<file path="config.mk">
export PLATFORM = sky130hd
export DESIGN_NAME = feature_vector_distance_top
export DESIGN_NICKNAME = d
export VERILOG_FILES = /design/src/rtl/fvd_pkg.sv /design/src/rtl/feature_vector_distance_top.sv
export SDC_FILE = /design/constraint.sdc
export NUM_CORES = 1
export LEC_CHECK = 0
export BUFFER_PORTS_ARGS = -buffer_cell sky130_fd_sc_hd__buf_2
export CORE_MARGIN = 2
export CORE_UTILIZATION = 63
export CTS_CLUSTER_SIZE = 24
export DETAILED_ROUTE_END_ITERATION = 8
export PLACE_DENSITY = 0.8
export SLEW_MARGIN = 20
export SYNTH_ARGS = -nofsm -noshare
export SYNTH_HDL_FRONTEND = slang
export SYNTH_SLANG_ARGS = --single-unit
export TNS_END_PERCENT = 1
</file>
<file path="constraint.sdc">
create_clock -name clk -period 5.5 [get_ports clk]
set_input_delay 1.65 -clock clk [delete_from_list [all_inputs] [get_ports clk]]
set_output_delay 1.65 -clock clk [all_outputs]
set_load 0.02 [all_outputs]
</file>
<file path="src/rtl/fvd_pkg.sv">
// Shared constants, mode codes and word types of the feature vector distance block.
package fvd_pkg;

	localparam int ELEM_W     = 16;                      // element width, signed Q7.8
	localparam int SUM_W_DEF  = 48;                      // default accumulator width, Q.16
	localparam int DIST_W     = 48;                      // distance field, unsigned Q32.16
	localparam int FRAC_SHIFT = 8;                       // Q.8 input to Q.16 term scaling
	localparam int TERM_W     = 2 * ELEM_W + FRAC_SHIFT; // widest term: scaled quotient
	localparam int CNT_W      = $clog2(TERM_W);          // step counter for the serial units

	typedef enum logic [1:0] {
		MODE_L1  = 2'd0,
		MODE_L2  = 2'd1,
		MODE_CHI = 2'd2,
		MODE_BAD = 2'd3
	} dist_mode_t;

	typedef struct packed {
		logic signed [ELEM_W-1:0] elem_a;
		logic signed [ELEM_W-1:0] elem_b;
		logic                     last_elem;
	} in_word_t;

	typedef struct packed {
		logic [DIST_W-1:0] distance;
		logic              overflow;
		logic              bad_mode;
	} out_word_t;

endpackage

</file>
<file path="src/rtl/feature_vector_distance_top.sv">
// Feature vector distance accumulator (L1, squared L2, chi-squared) with serial multiply/divide.
// Per word: L1 and unsupported mode go straight to the accumulate state, squared L2 multiplies
// first, chi-squared multiplies then divides; a non-positive denominator skips both.
// The shift-add squarer (one multiplier bit per cycle) and the restoring divider (one quotient
// bit per cycle) run serially; a last word waits until the output register takes its result.
// Reset (arst_n low, asynchronous) clears mode, running sum, sticky flag and the output valid.
module feature_vector_distance_top #(
	parameter int SUM_WIDTH = fvd_pkg::SUM_W_DEF
) (
	input  logic                 clk,
	input  logic                 arst_n,
	// element pair channel
	input  logic                 in_valid,
	output logic                 in_stall,
	input  fvd_pkg::in_word_t    in_data,
	// result channel
	output logic                 out_valid,
	input  logic                 out_stall,
	output fvd_pkg::out_word_t   out_data,
	// mode register write channel
	input  logic                 cfg_valid,
	output logic                 cfg_ready,
	input  logic [1:0]           cfg_data
);

	localparam int W     = fvd_pkg::ELEM_W;
	localparam int TW    = fvd_pkg::TERM_W;
	localparam int CW    = fvd_pkg::CNT_W;
	localparam int EXT_W = ((TW > SUM_WIDTH) ? TW : SUM_WIDTH) + 1;
	localparam int RES_W = (SUM_WIDTH > fvd_pkg::DIST_W) ? SUM_WIDTH : fvd_pkg::DIST_W;
	localparam logic [SUM_WIDTH-1:0] SUM_MAX = {SUM_WIDTH{1'b1}};

	typedef enum logic [1:0] {
		ST_IDLE,
		ST_MUL,
		ST_DIV,
		ST_ACC
	} state_t;

	state_t                 state_q;
	fvd_pkg::dist_mode_t    mode_q;
	logic [SUM_WIDTH-1:0]   sum_q;
	logic                   sticky_q;
	logic                   out_valid_q;
	fvd_pkg::out_word_t     out_data_q;

	// per-word datapath registers
	logic [W-1:0]           mcand_q;   // |a-b|
	logic [W:0]             den_q;     // a+b+1, two's complement
	logic [2*W-1:0]         prod_q;    // squarer: partial product / multiplier bits
	logic [TW-1:0]          work_q;    // term, or dividend shifting out / quotient shifting in
	logic [W-1:0]           rem_q;     // divider partial remainder
	logic [CW-1:0]          cnt_q;
	logic                   last_q;
	logic                   sat_q;     // chi-squared denominator not positive

	// ---------------------------------------------------------------- accept stage
	logic           accept;
	logic [W:0]     ea_x, eb_x, diff, diff_abs, den;
	logic           den_pos;

	assign in_stall  = (state_q != ST_IDLE);
	assign cfg_ready = 1'b1;
	assign accept    = in_valid && !in_stall;

	always_comb begin
		ea_x     = {in_data.elem_a[W-1], in_data.elem_a};
		eb_x     = {in_data.elem_b[W-1], in_data.elem_b};
		diff     = ea_x - eb_x;
		diff_abs = diff[W] ? (~diff + {{W{1'b0}}, 1'b1}) : diff;
		den      = ea_x + eb_x + {{W{1'b0}}, 1'b1};
		den_pos  = !den[W] && (den != '0);
	end

	// ---------------------------------------------------------------- serial squarer step
	// Add the multiplicand into the upper half when the low multiplier bit is set, then shift.
	logic [W:0]     mul_hi;
	logic [2*W-1:0] prod_next;

	always_comb begin
		mul_hi    = {1'b0, prod_q[2*W-1:W]} + (prod_q[0] ? {1'b0, mcand_q} : '0);
		prod_next = {mul_hi, prod_q[W-1:1]};
	end

	// ---------------------------------------------------------------- restoring divider step
	logic [W:0] trial, trial_sub;
	logic       q_bit;

	always_comb begin
		trial     = {rem_q, work_q[TW-1]};
		trial_sub = trial - {1'b0, den_q[W-1:0]};
		q_bit     = (trial >= {1'b0, den_q[W-1:0]});
	end

	// ---------------------------------------------------------------- accumulate and result
	logic [EXT_W-1:0]     acc_ext;
	logic                 acc_ovf;
	logic [SUM_WIDTH-1:0] sum_next;
	logic                 sticky_next;
	logic [SUM_WIDTH-1:0] res_sum;
	logic [RES_W-1:0]     res_ext;
	fvd_pkg::out_word_t   result;
	logic                 out_free;
	logic                 emit;

	always_comb begin
		acc_ext     = EXT_W'(sum_q) + EXT_W'(work_q);
		acc_ovf     = (acc_ext[EXT_W-1:SUM_WIDTH] != '0);
		sum_next    = sum_q;
		sticky_next = sticky_q;
		if (mode_q != fvd_pkg::MODE_BAD) begin
			if (sat_q || acc_ovf) begin
				sum_next    = SUM_MAX;
				sticky_next = 1'b1;
			end else begin
				sum_next = acc_ext[SUM_WIDTH-1:0];
			end
		end
		// chi-squared keeps the unhalved sum; halve on the way out
		res_sum = (mode_q == fvd_pkg::MODE_CHI) ? (sum_next >> 1) : sum_next;
		res_ext = RES_W'(res_sum);
		if (mode_q == fvd_pkg::MODE_BAD) begin
			result.distance = '0;
			result.overflow = 1'b0;
			result.bad_mode = 1'b1;
		end else begin
			result.distance = res_ext[fvd_pkg::DIST_W-1:0];
			result.overflow = sticky_next;
			result.bad_mode = 1'b0;
		end
		out_free = !out_valid_q || !out_stall;
		emit     = (state_q == ST_ACC) && last_q && out_free;
	end

	// ---------------------------------------------------------------- control and output word
	always_ff @(posedge clk or negedge arst_n) begin
		if (!arst_n) begin
			state_q     <= ST_IDLE;
			mode_q      <= fvd_pkg::MODE_L1;
			sum_q       <= '0;
			sticky_q    <= 1'b0;
			out_valid_q <= 1'b0;
			out_data_q  <= '0;
		end else begin
			if (cfg_valid && cfg_ready) begin
				mode_q <= fvd_pkg::dist_mode_t'(cfg_data);
			end
			// load a new output word, else drop the current one once taken
			if (emit) begin
				out_valid_q <= 1'b1;
			end else if (out_valid_q && !out_stall) begin
				out_valid_q <= 1'b0;
			end
			case (state_q)
				ST_IDLE: begin
					if (accept) begin
						case (mode_q)
							fvd_pkg::MODE_L2:  state_q <= ST_MUL;
							fvd_pkg::MODE_CHI: state_q <= den_pos ? ST_MUL : ST_ACC;
							default:           state_q <= ST_ACC;
						endcase
					end
				end
				ST_MUL: begin
					if (cnt_q == '0) begin
						state_q <= (mode_q == fvd_pkg::MODE_CHI) ? ST_DIV : ST_ACC;
					end
				end
				ST_DIV: begin
					if (cnt_q == '0) begin
						state_q <= ST_ACC;
					end
				end
				ST_ACC: begin
					// hold a last word until the output register can take the result
					if (!last_q) begin
						sum_q    <= sum_next;
						sticky_q <= sticky_next;
						state_q  <= ST_IDLE;
					end else if (out_free) begin
						sum_q       <= '0;
						sticky_q    <= 1'b0;
						out_data_q  <= result;
						state_q     <= ST_IDLE;
					end
				end
				default: state_q <= ST_IDLE;
			endcase
		end
	end

	// ---------------------------------------------------------------- datapath registers
	always_ff @(posedge clk) begin
		case (state_q)
			ST_IDLE: begin
				if (accept) begin
					mcand_q <= diff_abs[W-1:0];
					den_q   <= den;
					prod_q  <= {{W{1'b0}}, diff_abs[W-1:0]};
					work_q  <= TW'({diff_abs[W-1:0], {fvd_pkg::FRAC_SHIFT{1'b0}}});
					cnt_q   <= CW'(W - 1);
					last_q  <= in_data.last_elem;
					sat_q   <= (mode_q == fvd_pkg::MODE_CHI) && !den_pos;
				end
			end
			ST_MUL: begin
				prod_q <= prod_next;
				if (cnt_q == '0) begin
					// squared L2 takes the product as is; chi-squared divides it scaled by 256
					if (mode_q == fvd_pkg::MODE_CHI) begin
						work_q <= {prod_next, {fvd_pkg::FRAC_SHIFT{1'b0}}};
					end else begin
						work_q <= TW'(prod_next);
					end
					rem_q <= '0;
					cnt_q <= CW'(TW - 1);
				end else begin
					cnt_q <= cnt_q - {{(CW-1){1'b0}}, 1'b1};
				end
			end
			ST_DIV: begin
				rem_q  <= q_bit ? trial_sub[W-1:0] : trial[W-1:0];
				work_q <= {work_q[TW-2:0], q_bit};
				cnt_q  <= cnt_q - {{(CW-1){1'b0}}, 1'b1};
			end
			default: begin
			end
		endcase
	end

	assign out_valid = out_valid_q;
	assign out_data  = out_data_q;

	// ---------------------------------------------------------------- assertions
	// the partial remainder stays below the divisor through every divide step
	a_rem_below_den: assert property (@(posedge clk) disable iff (!arst_n)
		(state_q == ST_DIV) |-> (rem_q < den_q[W-1:0]))
		else $error("divider remainder not below divisor");

	// a new result word appears only when a last word finishes accumulation
	a_result_from_last: assert property (@(posedge clk) disable iff (!arst_n)
		$rose(out_valid_q) |-> $past(state_q == ST_ACC && last_q))
		else $error("result word without a finished last element");

	// emitting a result clears the running sum and the sticky flag
	a_clear_after_emit: assert property (@(posedge clk) disable iff (!arst_n)
		(state_q == ST_ACC && last_q && out_free) |=> (sum_q == '0 && !sticky_q))
		else $error("running state not cleared after result");

	// an unsupported-mode result carries zero distance and no overflow
	a_bad_mode_zero: assert property (@(posedge clk) disable iff (!arst_n)
		(out_valid_q && out_data_q.bad_mode) |->
			(out_data_q.distance == '0 && !out_data_q.overflow))
		else $error("unsupported-mode result not zero");

endmodule

</file>
Yosys cells after proc, flatten, opt, wreduce, memory -nomap -nowiden
Index checks and enable logic that the tools add are counted.
{"block": "classes", "n_addsub": 8, "order_cmp": 1, "eq_ne": 12, "mux": 35, "bitwise": 1, "reduce_logical": 29}
{"op": "$mux W48", "count": 5}
{"op": "$mux W40", "count": 3}
{"op": "$pmux W40 S3", "count": 1}
{"op": "$mux W16", "count": 4}
{"op": "$pmux W32 S2", "count": 1}
{"op": "$mux W50", "count": 1}
{"op": "$add A48 B40 Y49", "count": 1}
{"op": "$add A16 B16 Y17", "count": 2}
{"op": "$mux W32", "count": 1}
{"op": "$pmux W16 S2", "count": 1}
{"op": "$pmux W6 S3", "count": 1}
{"op": "$add A17 B1 Y17 const B", "count": 1}
{"op": "$ge A17 B16 Y1", "count": 1}
{"op": "$reduce_bool A17 Y1", "count": 1}
{"op": "$sub A16 B16 Y17", "count": 1}
{"op": "$add A16 B1 Y16 const B", "count": 1}
{"op": "$not A16 Y16", "count": 1}
{"op": "$sub A16 B16 Y16", "count": 1}
{"op": "$mux W2", "count": 6}
{"op": "$mux W6", "count": 2}
{"op": "$reduce_and A2 Y1", "count": 5}
{"op": "$eq A2 B2 Y1 const B", "count": 4}
{"op": "$ne A2 B2 Y1 const B", "count": 4}
{"op": "$pmux W2 S4", "count": 1}
{"op": "15 further kinds", "count": 36}
{"block": "word_totals", "ff_bits": 232, "out_inout_bits": 53}

Longest topological paths before layout
{"block": "logic_depth", "ltp_word": 8, "mapped_depth": 14, "ltp_nobuf": 14}

Worst setup path before layout
Ideal clock, no wire load.
{"block": "synth_timing", "kind": "input to register", "from": "input port in_valid", "to": "register work_q[0], enable pin", "setup_ns": 0.499, "arrival_ns": 5.013, "required_time_ns": 5.001, "setup_slack_ns": -0.011, "stages": 3, "n_path_buf": 0, "cell_sequence": "nand2b_1 and2_1 a21boi_0"}
{"block": "synth_via", "elab_chain_len": 3}
{"element": "start: declaration", "line": "feature_vector_distance_top.sv:13", "source": "input logic in_valid,"}
{"element": "$logic_and A1 B1 Y1", "line": "feature_vector_distance_top.sv:64", "source": "assign accept = in_valid && !in_stall;"}
{"element": "$ne A2 B2 Y1 (no line)"}
{"element": "$reduce_and A3 Y1 (no line)"}
{"element": "end signal: assignment", "line": "feature_vector_distance_top.sv:200", "source": "work_q <= TW'({diff_abs[W-1:0], {fvd_pkg::FRAC_SHIFT{1'b0}}});"}
{"element": "end signal: assignment", "line": "feature_vector_distance_top.sv:211", "source": "work_q <= {prod_next, {fvd_pkg::FRAC_SHIFT{1'b0}}};"}
{"element": "end signal: assignment", "line": "feature_vector_distance_top.sv:213", "source": "work_q <= TW'(prod_next);"}
{"element": "end: declaration", "line": "feature_vector_distance_top.sv:51", "source": "logic [TW-1:0] work_q;"}
No other way between the ends.
A chain may end at the register's enable or synchronous reset.

Worst setup path after layout
{"block": "layout_timing", "from": "input port in_data[17] (netlist bit)", "to": "register prod_q[15], data pin"}
{"block": "layout_via", "elab_chain_len": 6}
{"element": "start: declaration", "line": "feature_vector_distance_top.sv:15", "source": "input fvd_pkg::in_word_t in_data,"}
{"element": "$sub A16 B16 Y17 *", "line": "feature_vector_distance_top.sv:69", "source": "diff = ea_x - eb_x;"}
{"element": "$not A16 Y16", "line": "feature_vector_distance_top.sv:70", "source": "diff_abs = diff[W] ? (~diff + {{W{1'b0}}, 1'b1}) : diff;"}
{"element": "$add A16 B1 Y16", "line": "feature_vector_distance_top.sv:70"}
{"element": "$mux W16 *", "line": "feature_vector_distance_top.sv:70"}
{"element": "net diff_abs[15]", "line": "feature_vector_distance_top.sv:59", "source": "logic [W:0] ea_x, eb_x, diff, diff_abs, den;"}
{"element": "$mux W32 *", "line": "feature_vector_distance_top.sv:196", "source": "if (accept) begin"}
{"element": "$pmux W32 S2 *", "line": "feature_vector_distance_top.sv:194", "source": "case (state_q)"}
{"element": "end signal: assignment", "line": "feature_vector_distance_top.sv:199", "source": "prod_q <= {{W{1'b0}}, diff_abs[W-1:0]};"}
{"element": "end signal: assignment", "line": "feature_vector_distance_top.sv:207", "source": "prod_q <= prod_next;"}
{"element": "end: declaration", "line": "feature_vector_distance_top.sv:50", "source": "logic [2*W-1:0] prod_q;"}
Mark *: on every way through the listed nets, which the timed path passes. The rest lies on a longest branch. The select of a mux whose other input is x is not followed.

==> flow_metrics.tcl <==
set metrics [dict create \
    status "finished clean" \
    fp-row-count 58 \
    ys_seq_elements 232 \
    yosysSeqAreaShare_pct 40.0 \
    critical_path_class "in2reg" \
    r2r_slack_ps 1120 \
    yosysMostFrequentCell "nor2_1" \
    drt-total-wl_um 41600 \
    finalMaxSlewViolations 0 \
    clock_path_buffers 3 \
    max_freq_mhz 210 \
    die-height_um 164 \
    vias_per_cell 6.39 \
    regToRegStartpoint "work_q[0]" \
    ys.flop_type "edfxtp_1" \
    synth_edf_count 128 \
    required_ps 5790 \
    synthDominantCellAreaShare_pct 23.8 \
    slew_headroom_pct 40.7 \
    tritoncts "yes" \
    finalPower_uw 4180 \
    reg2regPathDepth 12 \
    yosysWarnings 0 \
    r2r_end "out_data[36]" \
    drive_above_1_share_pct 11.4 \
    p_leak_uw 0.00792 \
    final-setup-viol-count 0 \
    min_path_cells 2 \
    worstSetupEndpointType "flip-flop" \
    avgSynthCellArea_um2 9.22 \
    clockRootBuffer "clkbuf_16" \
    grt_pass1_wl_um 65700 \
    cp-start-kind "primary input" \
    nFillCells 1933 \
    dpl.hpwl_um 29800 \
    die_x_um 164 \
    drc_errors 0 \
    grt_overflow_total 0 \
    clk_pin_slew_worst_paths_ps 60 \
    postCtsSetupRepairBufs 0 \
    cts_sinks 232 \
    fin_crit_sh_pct 86.6 \
    synth.area.mux_share_pct 1.62 \
    rsz0062_at_grt "false" \
    multi_input_area_um2 9030 \
    synth.distinct_cells 79 \
    synth_top_family_by_area "compound AO/OA/AOI/OAI gates" \
    fin_ws_ps 739 \
    startpoint "in_data[17]" \
    first_iter_violations 1176 \
    hold_path_startpoint "out_data[0]" \
    io_pins 93 \
    tightest_slew_ps 890 \
    syn-num-nets 1904 \
    netlist_instances 1748 \
    finalHoldViolCount 0 \
    fin_nets 1954 \
    ant_nets 0 \
    skew_ps 14.0 \
    post-place-ws_ps 215 \
    synth_area_leaders "edfxtp_1 24%, dfrtp_1 16%, ha_1 8.6%, o21ai_0 4.3%, nor2_1 3.8%" \
    cap_violations 0 \
    drtPass1Iterations 7 \
    numCtsBuffers 26 \
    start_util_pct 64.0 \
    antenna_found_initial 1 \
    tns_ps 0 \
    synth-xor-area-share_pct 5.22 \
    synth_compound_area_share_pct 24.3 \
    synthAdderAreaFrac_pct 9.24 \
    cts-resized-gates 0 \
    post_drt_wl_per_cell_um 19.4 \
    grt.total_usage_pct 30.4 \
    synth_top_cell_by_area "edfxtp_1" \
    synth_commonest_cells "163 x nor2_1, 144 x nand2_1, 137 x o21ai_0" \
    core-area_um2 25200 \
    power.density_nw_per_um2 236 \
    place_congestion 0.948 \
    postCtsHoldBufs 0 \
    ir_worst_vdd_mv 0.244 \
    io_buffers 91 \
    syn_area_um2 16100 \
    synthSimpleGateAreaFrac_pct 15.4 \
    cp.arrival_ps 5050 \
    post-route-min-period_ps 4760 \
    whs_endpoint "out_data[0]" \
    final-seq-area_um2 6450 \
    hold_class "reg2reg" \
    worstSkewPairLatency_ps 540 \
    cts.htree.levels 1 \
    dieArea_um2 26900 \
    grt_pass1_vias 12900 \
    async_flop_share_pct 44.8 \
    crit_fanout 3 \
    fin_area_um2 17700 \
    placed_cell_area_um2 16800 \
    vias 13700 \
    areaGrowthSynthToFinish_pct 10.1 \
    grt_max_degree 78 \
]
kinds of logic (layout without fill, tap and decap cells):
family,after synthesis,after routing
flops,232,232
simple gates,521,521
other cells,1,2
fa+ha+maj,116,116
compound gates,584,584
mux,24,24
xor+xnor,96,96
buf+inv,174,244
cell type report:
class / count / area share [%]
Multi-Input combinational cell: 1342 / 50.9
Clock inverter: 18 / 1.33
Tap cell: 330 / 2.33
Sequential cell: 232 / 36.3
Antenna cell: 1 / 0.0141
Inverter: 84 / 1.78
Clock buffer: 30 / 3.87
Timing Repair Buffer: 112 / 3.49
per-stage QoR:
stage | hold slack, ps | utilization [%] | std cells
6_report | 482 | 70.5 | 2149
5_1_grt | 504 | 70.5 | 2148
4_1_cts | 488 | 70.4 | 2148
3_5_place_dp | 474 | 66.7 | 2100
3_3_place_gp | 466 | 66.7 | 2100
2_1_floorplan | 456 | - | 1748
sequential cells by signal, summed over array words and instances (netlist names), 6 cells and up:
| signal | flops |
|---|---|
| cnt_q | 6 |
| den_q | 16 |
| mcand_q | 16 |
| out_data | 50 |
| prod_q | 32 |
| rem_q | 16 |
| sum_q | 48 |
| work_q | 40 |
worst max-delay path, cell delays in order:
cell and delay, ps:
buf_2 90, inv_1 60, ha_1 150, inv_1 50
fa_1 460, a211oi_4 300, o21ai_2 100, a2111oi_0 420
o211ai_1 180, a311oi_2 400, nand4_2 160, or4b_1 530
nand3_1 110, xnor2_1 110, mux2_4 270
power by group:
part,switching (uW),internal [uW]
combinational,292,160
clock,735,1130
sequential,6.31,1860
total,1030,3150
metal layers:
metal  share of wire, %  wire length, um  global-route usage (%)
met1                 44            18200                    43.0
met2                 46            19000                    48.4
met3                7.2             3000                    3.99
met4                3.4             1420                    10.6
met5                  0                0                       0
how the worst max path moves through the flow:
stage	cells past startpoint	to	slack (ps)
detailed placement	15	prod_q[15]	220
finish	15	prod_q[15]	740
global placement	15	prod_q[15]	320
floorplan	14	prod_q[15]	620
CTS	15	prod_q[15]	760
global route	15	prod_q[15]	560
placed cells by master (no fill, tap or decap), types with 55 or more instances in the layout:
cell,synthesis,routed
a21oi_1,116,116
buf_2,11,90
dfrtp_1,104,104
edfxtp_1,128,128
ha_1,111,111
inv_1,82,82
nand2_1,144,144
nor2_1,163,161
o21a_1,79,79
o21ai_0,137,136
xnor2_1,55,55
No activity file was read; power rests on OpenSTA's default activity.
